===== src/rtl/hsvws_pkg.sv =====
// shared types and constants for the hsv window statistics block
package hsvws_pkg;

   localparam int MAX_PIXELS = 8192;
   localparam int COUNT_W    = $clog2(MAX_PIXELS + 1);
   localparam int SUM_W      = $clog2(MAX_PIXELS * 255 + 1);
   localparam int CHAN_W     = 8;
   localparam int MEAN_W     = 8;
   localparam int DIV_STEPS  = MEAN_W;
   localparam int STEP_W     = $clog2(DIV_STEPS);

   localparam logic [CHAN_W-1:0] HUE_SPLIT_RESET = 8'd89;
   localparam logic [CHAN_W-1:0] CHAN_MAX        = 8'd255;
   localparam logic [CHAN_W-1:0] CHAN_MIN        = 8'd0;

   typedef struct packed {
      logic [CHAN_W-1:0] hue;
      logic [CHAN_W-1:0] saturation;
      logic [CHAN_W-1:0] brightness;
   } pixel_type;

   typedef struct packed {
      logic [CHAN_W-1:0]  hue_min;
      logic [CHAN_W-1:0]  hue_max;
      logic [CHAN_W-1:0]  sat_min;
      logic [CHAN_W-1:0]  sat_max;
      logic [SUM_W-1:0]   sat_sum;
      logic [CHAN_W-1:0]  bright_min;
      logic [CHAN_W-1:0]  bright_max;
      logic [SUM_W-1:0]   bright_sum;
      logic [COUNT_W-1:0] count;
      logic               overflow;
   } stats_type;

endpackage


===== src/rtl/hsv_window_color_statistics_unit.sv =====
// hsv window statistics: top level with sequencer, result register and csr
// a word without tlast leaves the unit accumulating and ready for another word
// a word with tlast starts two 8-step divisions on one shared divider; the result
// word is offered once both divisions are done, no words taken meanwhile
// further words are taken while a result waits, but a new tlast word waits for it
// reset (synchronous, active high) sets hue_split to 89 and clears the running statistics
module hsv_window_color_statistics_unit (
   input  logic        clock,
   input  logic        reset,
   input  logic        csr_valid,
   output logic        csr_ready,
   input  logic [7:0]  csr_wdata,    // hue_split
   input  logic        req_tvalid,
   output logic        req_tready,
   input  logic [23:0] req_tdata,    // hue, saturation, brightness
   input  logic        req_tlast,    // last
   output logic        rsp_tvalid,
   input  logic        rsp_tready,
   output logic [63:0] rsp_tdata,    // hue_upper_min, hue_lower_max, sat_min, sat_max,
                                     // sat_mean, bright_min, bright_max, bright_mean
   output logic        rsp_tuser     // overflow
);

   localparam int CW = hsvws_pkg::CHAN_W;

   typedef enum logic [1:0] {
      ST_ACC,
      ST_DIV_SAT,
      ST_DIV_BRIGHT
   } state_type;

   state_type                      state_ff, state_in;
   logic [CW-1:0]                  split_ff, split_in;
   logic                           rsp_valid_ff, rsp_valid_in;
   hsvws_pkg::stats_type           res_ff, res_in;
   logic [hsvws_pkg::MEAN_W-1:0]   sat_mean_ff, sat_mean_in;
   logic [hsvws_pkg::MEAN_W-1:0]   bright_mean_ff, bright_mean_in;

   hsvws_pkg::pixel_type           pixel;
   hsvws_pkg::stats_type           stats_upd;
   logic                           req_accept;
   logic                           div_start;
   logic [hsvws_pkg::SUM_W-1:0]    div_dividend;
   logic                           div_done;
   logic [hsvws_pkg::MEAN_W-1:0]   div_quotient;

   // first division starts the cycle after the closing word, from the captured sums
   logic                           sat_go_ff;
   logic                           start_mux;
   logic [hsvws_pkg::SUM_W-1:0]    dividend_mux;

   assign pixel.hue        = req_tdata[CW-1:0];
   assign pixel.saturation = req_tdata[2*CW-1:CW];
   assign pixel.brightness = req_tdata[3*CW-1:2*CW];

   assign csr_ready  = 1'b1;
   assign split_in   = csr_valid ? csr_wdata : split_ff;

   // a closing word needs the result register free, or freed at this edge
   assign req_tready = (state_ff == ST_ACC)
                       && (!req_tlast || !rsp_valid_ff || rsp_tready);
   assign req_accept = req_tvalid && req_tready;

   hsvws_accumulator u_acc (
      .clock     (clock),
      .reset     (reset),
      .accept    (req_accept),
      .last      (req_tlast),
      .pixel     (pixel),
      .hue_split (split_ff),
      .stats_upd (stats_upd)
   );

   hsvws_divider u_div (
      .clock    (clock),
      .reset    (reset),
      .start    (start_mux),
      .dividend (dividend_mux),
      .divisor  (res_ff.count),
      .done     (div_done),
      .quotient (div_quotient)
   );

   always_comb begin
      state_in       = state_ff;
      rsp_valid_in   = rsp_valid_ff && !rsp_tready;
      res_in         = res_ff;
      sat_mean_in    = sat_mean_ff;
      bright_mean_in = bright_mean_ff;
      div_start      = 1'b0;
      div_dividend   = res_ff.sat_sum;
      unique case (state_ff)
         ST_ACC: begin
            if (req_accept && req_tlast) begin
               res_in   = stats_upd;
               state_in = ST_DIV_SAT;
            end
         end
         ST_DIV_SAT: begin
            if (div_done) begin
               sat_mean_in  = div_quotient;
               div_start    = 1'b1;
               div_dividend = res_ff.bright_sum;
               state_in     = ST_DIV_BRIGHT;
            end
         end
         ST_DIV_BRIGHT: begin
            if (div_done) begin
               bright_mean_in = div_quotient;
               rsp_valid_in   = 1'b1;
               state_in       = ST_ACC;
            end
         end
         default: begin
            state_in = ST_ACC;
         end
      endcase
   end

   always_ff @(posedge clock) begin
      if (reset) begin
         state_ff     <= ST_ACC;
         split_ff     <= hsvws_pkg::HUE_SPLIT_RESET;
         rsp_valid_ff <= 1'b0;
         sat_go_ff    <= 1'b0;
      end else begin
         state_ff     <= state_in;
         split_ff     <= split_in;
         rsp_valid_ff <= rsp_valid_in;
         sat_go_ff    <= (state_ff == ST_ACC) && (state_in == ST_DIV_SAT);
      end
      res_ff         <= res_in;
      sat_mean_ff    <= sat_mean_in;
      bright_mean_ff <= bright_mean_in;
   end

   assign start_mux    = div_start || sat_go_ff;
   assign dividend_mux = sat_go_ff ? res_ff.sat_sum : div_dividend;

   assign rsp_tvalid = rsp_valid_ff;
   assign rsp_tdata  = {bright_mean_ff, res_ff.bright_max, res_ff.bright_min, sat_mean_ff,
                        res_ff.sat_max, res_ff.sat_min, res_ff.hue_max, res_ff.hue_min};
   assign rsp_tuser  = res_ff.overflow;

endmodule


===== src/rtl/hsvws_accumulator.sv =====
// running min, max and sum registers for one window of pixels
module hsvws_accumulator (
   input  logic                      clock,
   input  logic                      reset,
   input  logic                      accept,
   input  logic                      last,
   input  hsvws_pkg::pixel_type      pixel,
   input  logic [hsvws_pkg::CHAN_W-1:0] hue_split,
   output hsvws_pkg::stats_type      stats_upd
);

   hsvws_pkg::stats_type stats_ff;
   hsvws_pkg::stats_type stats_in;
   hsvws_pkg::stats_type stats_clr;
   logic                 room;

   always_comb begin
      stats_clr            = '0;
      stats_clr.hue_min    = hsvws_pkg::CHAN_MAX;
      stats_clr.hue_max    = hsvws_pkg::CHAN_MIN;
      stats_clr.sat_min    = hsvws_pkg::CHAN_MAX;
      stats_clr.sat_max    = hsvws_pkg::CHAN_MIN;
      stats_clr.bright_min = hsvws_pkg::CHAN_MAX;
      stats_clr.bright_max = hsvws_pkg::CHAN_MIN;
   end

   assign room = (stats_ff.count < hsvws_pkg::COUNT_W'(hsvws_pkg::MAX_PIXELS));

   // figures including the current word
   always_comb begin
      stats_upd = stats_ff;
      if (room) begin
         if (pixel.hue < hue_split && pixel.hue > stats_ff.hue_max) begin
            stats_upd.hue_max = pixel.hue;
         end
         if (pixel.hue > hue_split && pixel.hue < stats_ff.hue_min) begin
            stats_upd.hue_min = pixel.hue;
         end
         if (pixel.saturation > stats_ff.sat_max) begin
            stats_upd.sat_max = pixel.saturation;
         end
         if (pixel.saturation < stats_ff.sat_min) begin
            stats_upd.sat_min = pixel.saturation;
         end
         if (pixel.brightness > stats_ff.bright_max) begin
            stats_upd.bright_max = pixel.brightness;
         end
         if (pixel.brightness < stats_ff.bright_min) begin
            stats_upd.bright_min = pixel.brightness;
         end
         stats_upd.sat_sum    = stats_ff.sat_sum
                                + hsvws_pkg::SUM_W'(pixel.saturation);
         stats_upd.bright_sum = stats_ff.bright_sum
                                + hsvws_pkg::SUM_W'(pixel.brightness);
         stats_upd.count      = stats_ff.count + 1'b1;
      end else begin
         stats_upd.overflow = 1'b1;
      end
   end

   always_comb begin
      stats_in = stats_ff;
      if (accept) begin
         stats_in = last ? stats_clr : stats_upd;
      end
   end

   always_ff @(posedge clock) begin
      if (reset) begin
         stats_ff <= stats_clr;
      end else begin
         stats_ff <= stats_in;
      end
   end

endmodule


===== src/rtl/hsvws_divider.sv =====
// shared restoring divider, one quotient bit per cycle, for the window means
module hsvws_divider (
   input  logic                          clock,
   input  logic                          reset,
   input  logic                          start,
   input  logic [hsvws_pkg::SUM_W-1:0]   dividend,
   input  logic [hsvws_pkg::COUNT_W-1:0] divisor,
   output logic                          done,
   output logic [hsvws_pkg::MEAN_W-1:0]  quotient
);

   localparam int SW = hsvws_pkg::SUM_W;

   logic                          busy_ff,  busy_in;
   logic                          done_ff,  done_in;
   logic [hsvws_pkg::STEP_W-1:0]  step_ff,  step_in;
   logic [SW-1:0]                 rem_ff,   rem_in;
   logic [SW-1:0]                 dsh_ff,   dsh_in;
   logic [hsvws_pkg::MEAN_W-1:0]  quot_ff,  quot_in;
   logic [SW:0]                   trial;

   // the mean never exceeds a channel maximum, so the divisor starts shifted
   // by one less than the quotient width
   assign trial = {1'b0, rem_ff} - {1'b0, dsh_ff};

   always_comb begin
      busy_in = busy_ff;
      done_in = 1'b0;
      step_in = step_ff;
      rem_in  = rem_ff;
      dsh_in  = dsh_ff;
      quot_in = quot_ff;
      if (start) begin
         busy_in = 1'b1;
         step_in = hsvws_pkg::STEP_W'(hsvws_pkg::DIV_STEPS - 1);
         rem_in  = dividend;
         dsh_in  = SW'(divisor) << (hsvws_pkg::DIV_STEPS - 1);
         quot_in = '0;
      end else if (busy_ff) begin
         quot_in = {quot_ff[hsvws_pkg::MEAN_W-2:0], ~trial[SW]};
         if (!trial[SW]) begin
            rem_in = trial[SW-1:0];
         end
         dsh_in  = dsh_ff >> 1;
         step_in = step_ff - 1'b1;
         if (step_ff == '0) begin
            busy_in = 1'b0;
            done_in = 1'b1;
         end
      end
   end

   always_ff @(posedge clock) begin
      if (reset) begin
         busy_ff <= 1'b0;
         done_ff <= 1'b0;
         step_ff <= '0;
      end else begin
         busy_ff <= busy_in;
         done_ff <= done_in;
         step_ff <= step_in;
      end
      rem_ff  <= rem_in;
      dsh_ff  <= dsh_in;
      quot_ff <= quot_in;
   end

   assign done     = done_ff;
   assign quotient = quot_ff;

endmodule

===== config.mk =====
export PLATFORM = sky130hd
export DESIGN_NAME = hsv_window_color_statistics_unit
export DESIGN_NICKNAME = d
export VERILOG_FILES = /design/src/rtl/hsvws_pkg.sv /design/src/rtl/hsv_window_color_statistics_unit.sv /design/src/rtl/hsvws_accumulator.sv /design/src/rtl/hsvws_divider.sv
export SDC_FILE = /design/constraint.sdc
export NUM_CORES = 1
export LEC_CHECK = 0
export ABC_AREA = 0
export BUFFER_PORTS_ARGS = -buffer_cell sky130_fd_sc_hd__buf_4
export CORE_MARGIN = 2
export CORE_UTILIZATION = 30
export DETAILED_ROUTE_END_ITERATION = 6
export GPL_ROUTABILITY_DRIVEN = 0
export PLACE_DENSITY_LB_ADDON = 0.12
export SLEW_MARGIN = 20
export SYNTH_ARGS = -nofsm -noshare
export SYNTH_HDL_FRONTEND = slang
export SYNTH_HIERARCHICAL = 1
export SYNTH_SLANG_ARGS = --single-unit

===== constraint.sdc =====
create_clock -name clock -period 13.26 [get_ports clock]
set_input_delay 0 -clock clock [delete_from_list [all_inputs] [get_ports clock]]
set_output_delay 0 -clock clock [all_outputs]
set_load 0.02 [all_outputs]

**Word level (Yosys, flattened, before mapping)**

Cells that the tools add are included.

- Memory bits (writable): 0
- Output and inout bits: 68
- Logic and storage cells: 105
- Register bits: 293
- Latch bits: 0
- Memories kept: 0
- Bits in read-only memories: 0
- Bits of input ports: 38

- Shift-type cells: 0
- Order comparisons: 9
- Divide/modulo/power cells: 0
- Reductions and logical operators: 21
- Eq/ne operators: 4
- Multiplexer cells: 31
- Add/sub/neg operators: 5
- Bitwise operators: 2
- Multiply operators: 0

Operators by type and width:

| cell | number |
|---|---|
| $mux 21 | 8 |
| $mux 105 | 1 |
| $mux 104 | 1 |
| $mux 8 | 6 |
| $add 21x8->21 | 2 |
| $gt 8x8->1 | 4 |
| $lt 8x8->1 | 4 |
| $sub 21x21->22 | 1 |
| $add 14x1->14 const B | 1 |
| $lt 14x14->1 const B | 1 |
| $mux 1 | 9 |
| $reduce_and 2->1 | 4 |
| $logic_and 1x1->1 | 7 |
| $mux 2 | 3 |
| $mux 3 | 2 |
| $pmux 2 s3 | 1 |
| $eq 2x1->1 const B | 2 |
| $logic_not 1->1 | 3 |
| $logic_not 3->1 | 1 |
| $logic_or 1x1->1 | 3 |
| $reduce_or 3->1 | 1 |
| $sub 3x1->3 const B | 1 |
| $eq 2x2->1 const B | 1 |
| $logic_not 2->1 | 1 |
| other kinds (3) | 4 |

**Logic depth before layout (Yosys ltp)**

- Word-level depth: 10
- Depth in mapped cells: 10
- Mapped depth without buffers: 9

**Hierarchy**

The synthesis kept the hierarchy.

Modules (own cells, without submodules):

| module | cells an instance | seq. area each (µm²) | instances | area an instance (µm²) |
|---|---|---|---|---|
| hsvws_accumulator | 954 | 2102.0 | 1 | 7852.5 |
| hsv_window_color_statistics_unit | 241 | 3873.7 | 1 | 4852.2 |
| hsvws_divider | 381 | 1451.4 | 1 | 3504.6 |

**Worst setup path after synthesis**

Ideal clock, no wire load.

- Path type: reg2reg
- From: register state_ff[0]
- To: register res_ff[10] (netlist name), enable pin
- Setup time: 0.570 ns
- Slack: 7.734 ns
- Stages on the path, launching flop included: 3
- Data arrival time: 4.956 ns
- Buffers on the path: 0
- Cell sequence: dfxtp_1 nand4bb_1 nor2_1

- Cells in the longest elaborated chain, start to end: 5

RTL lines:

| what | RTL line | source |
|---|---|---|
| from (decl) | hsv_window_color_statistics_unit.sv:32 | `state_type state_ff, state_in;` |
| from (signal assigned) | hsv_window_color_statistics_unit.sv:127 | `state_ff <= state_in;` |
| $logic_not 2->1 * | hsv_window_color_statistics_unit.sv:60, hsv_window_color_statistics_unit.sv:92 |  |
| $logic_and 1x1->1 | hsv_window_color_statistics_unit.sv:61 | `&& (!req_tlast \|\| !rsp_valid_ff \|\| rsp_tready);` |
| $logic_and 1x1->1 | hsv_window_color_statistics_unit.sv:62 | `assign req_accept = req_tvalid && req_tready;` |
| $logic_and 1x1->1 | hsv_window_color_statistics_unit.sv:94 | `if (req_accept && req_tlast) begin` |
| $reduce_and 2->1 (no line) * | n/a |  |
| to (signal assigned) | hsv_window_color_statistics_unit.sv:132 | `res_ff <= res_in;` |
| to (decl) | hsv_window_color_statistics_unit.sv:35 | `hsvws_pkg::stats_type res_ff, res_in;` |

Mark *: on every way between the ends. The rest lies on a longest branch, timed or not.
A chain may end at the register's enable or synchronous reset.

**Worst setup path in the final report**

- From: register rsp_valid_ff, in the netlist rsp_tvalid
- To: register u_acc/stats_ff[58] (netlist name)

- Cells in the longest elaborated chain, start to end: 5

RTL lines:

| what | RTL line | source |
|---|---|---|
| from (decl) | hsv_window_color_statistics_unit.sv:34 | `logic rsp_valid_ff, rsp_valid_in;` |
| from (signal assigned) | hsv_window_color_statistics_unit.sv:129 | `rsp_valid_ff <= rsp_valid_in;` |
| $logic_not 1->1 | hsv_window_color_statistics_unit.sv:61 |  |
| $logic_or 1x1->1 (2 in series) | hsv_window_color_statistics_unit.sv:61 |  |
| $logic_and 1x1->1 | hsv_window_color_statistics_unit.sv:61 |  |
| $logic_and 1x1->1 | hsv_window_color_statistics_unit.sv:62 |  |
| via req_accept | hsv_window_color_statistics_unit.sv:41 | `logic req_accept;` |
| to (signal assigned) | hsvws_accumulator.sv:70 | `stats_ff <= stats_clr;` |
| to (signal assigned) | hsvws_accumulator.sv:72 | `stats_ff <= stats_in;` |
| to (decl) | hsvws_accumulator.sv:12 | `hsvws_pkg::stats_type stats_ff;` |

The timed path passes the listed nets, and every way through them passes these cells.

==> flow_summary.ini <==
[floorplanning]
placementRows = 85
fp.dieW_um = 236
die_y_um = 236
fp.dieArea_um2 = 55900
io_pins = 106
start_util = 0.302
coreArea_um2 = 53600

[critical_path]
arrival_ps = 4380
crit_required_ps = 13690
rr_worst_depth = 11
critPathLaunch = rsp_tvalid
crit_type = flop to flop
worst-path-max-fanout = 38
worst-r2r-setup-slack_ps = 9300
reg2reg_from = rsp_tvalid
critPathCaptureType = flop
r2r_end = u_acc/stats_ff[58]
start_kind = flop

[global_routing]
grt_pass1_wl_mm = 65.4
grt_max_degree = 74
antenna_found_initial = 0
track_usage = 0.148
first_global_vias = 11500
grt-ovfl-total = 0

[final_layout]
syn_to_final_growth_pct = 16.4
fin_area_um2 = 18900
layout.nets = 1787
post-route-util = 0.352
layout_common_cells = 156 x edfxtp_1, 137 x dfxtp_1, 131 x nand2_1, 117 x buf_4, 106 x inv_1
final_cells = 2377
diodes = 0
drive_above_1_share = 0.169
layout_commonest_cell = edfxtp_1

[clock_network]
clockBufferDepth = 3
cts_buffers = 37
cts_resized = 0
htreeDepth = 2
cts_tree = built
cts_sinks = 293
hold_buffers = 48
insertion_delay_ps = 550
ctsRootBufferMaster = clkbuf_16
clk_pin_slew_ps = 60
post_cts_buffers = 0

[sta]
slew_headroom = 0.288
tns_ps = 0
drv_slew = 0
fin_skew_ps = 27.3
finalCritPeriodShare = 0.298
setup_ws_ps = 9300
setup_viol = 0
fmax_ghz = 0.253
hold_violations = 0
rsz0062_at_grt = no
period_minus_slack_ps = 3960
worst_pin_slew_ps = 1060

[pwr]
vdd_drop_max_uv = 77.4
p_per_area_nw_per_um2 = 125
p_leak_uw = 0.00736

[synth]
ys_ff_latch = 293
synth-seq-area-share = 0.458
synthFlopType = edfxtp_1
syn_nets = 1710
synth_async_sr_flop_share = 0
syn_area_um2 = 16200
synth_edf_count = 156
avgSynthCellArea_um2 = 10.3
ys_warn_count = 6
ys_types = 100
synthesis.instances = 1576

[routing]
drt-met1-wl_mm = 20.3
routed_wl_mm = 41.7
routed_via_density = 4.94
dr.first_iter.drc_count = 677
wl_met3_mm = 1.42
drc_errors = 0
vias = 11700
drt_pass1_iterations = 5
post_drt_wl_per_cell_um = 17.5
routed.top_layer = met4
detail-route-antenna-nets = 0
routed-wl-met2_mm = 19.1

[worst_hold_path]
hp-start = req_tlast
holdPathEnd = u_acc/stats_ff[8]
min_path_cells = 4
hp-class = input port to flop

[job]
maxCapViolCount = 0

[placed_design]
place_area_um2 = 17200
dp_hpwl_mm = 28.2
pre_cts_ws_ps = 9270
numPortBuffers = 104
placedCellCount = 2262

[run_status]
status = finished clean
[cell usage after synthesis (19+ instances only)]
library cell  instances  area, um2
mux2_2               37        417
a31oi_1              19        119
xor2_1               29        254
nand3_1              33        165
buf_4                51        383
a21o_1               20        150
mux2i_1              21        210
edfxtp_1            156       4680
xnor2_1              29        254
clkbuf_1             44        165
ha_1                 93       1160
nor2_1               85        319
o21ai_0              91        455
nand2_1             131        492
nor3_1               36        180
and3_1               25        156
inv_1               106        398
a211oi_1             20        150
mux2_4               20        300
a21oi_1              54        270
dfxtp_1             137       2740
[critical path: stages, from the launching register on]
cell and delay, ps:
dfxtp_1 310, nor2b_1 210, a2111oi_2 410, buf_4 420, inv_1 70, buf_4 290, nor2_1 560, buf_4 310
nand2_1 490, o21ai_1 560, nand2_1 100, o41ai_1 70
[power breakdown]
part / leakage [uW] / internal [uW] / switching, uW
Combinational: 0.00423 / 136 / 201
Clock: 0.000577 / 589 / 398
Sequential: 0.00256 / 1010 / 23.9
Total: 0.00736 / 1730 / 623
[final cells by class]
class | count | area, um2
tap | 696 | 871
multi-input combinational | 1050 | 7620
fill | 5461 | 34700
inverter | 106 | 398
clock inverter | 16 | 146
sequential | 293 | 7430
timing repair buffer | 165 | 1360
clock buffer | 51 | 1040
[flip-flops by register name, indices dropped and copies added (netlist names), 2 cells and up]
register,count
u_div/rem_ff,21
bright_mean_ff,8
u_div/dsh_ff,21
rsp_tdata,48
u_div/quotient,8
res_ff,56
state_ff,2
sat_mean_ff,8
u_acc/stats_ff,105
u_div/step_ff,3
split_ff,8
[through the flow]
stage / hold WS [ps] / power [uW]
after floorplan: 69.1 / 1290
after global placement: 213 / 1380
after detailed placement: 211 / 1380
after CTS: 88.7 / 2400
after global routing: 114 / 2470
final: 126 / 2360
[worst max-delay path by stage]
stage | end | slack (ps)
finish | u_acc/stats_ff[58] | 9300
global route | u_acc/stats_ff[22] | 8870
CTS | u_acc/stats_ff[58] | 9230
detailed placement | u_acc/stats_ff[58] | 9270
global placement | u_acc/stats_ff[58] | 9340
floorplan | res_ff[10] | 7730
[logic make-up (layout without fill, tap and decap cells)]
group,Yosys count,in the layout,share of synthesized area
flip-flops,293,293,0.458
other,1,1,0.000231
multiplexers,79,79,0.0579
adder cells (fa/ha/maj),96,96,0.0755
XOR/XNOR,58,58,0.0313
buffers and inverters,233,338,0.0738
AND/OR/NAND/NOR,423,423,0.131
AO/OA/AOI/OAI,393,393,0.172
[layer usage]
metal / track usage / up-vias
li1: - / 5899
met1: 0.199 / 5602
met2: 0.242 / 184
met3: 0.0263 / 52
met4: 0.0426 / 0
met5: 0 / -
(Power assumes the default switching activity.)
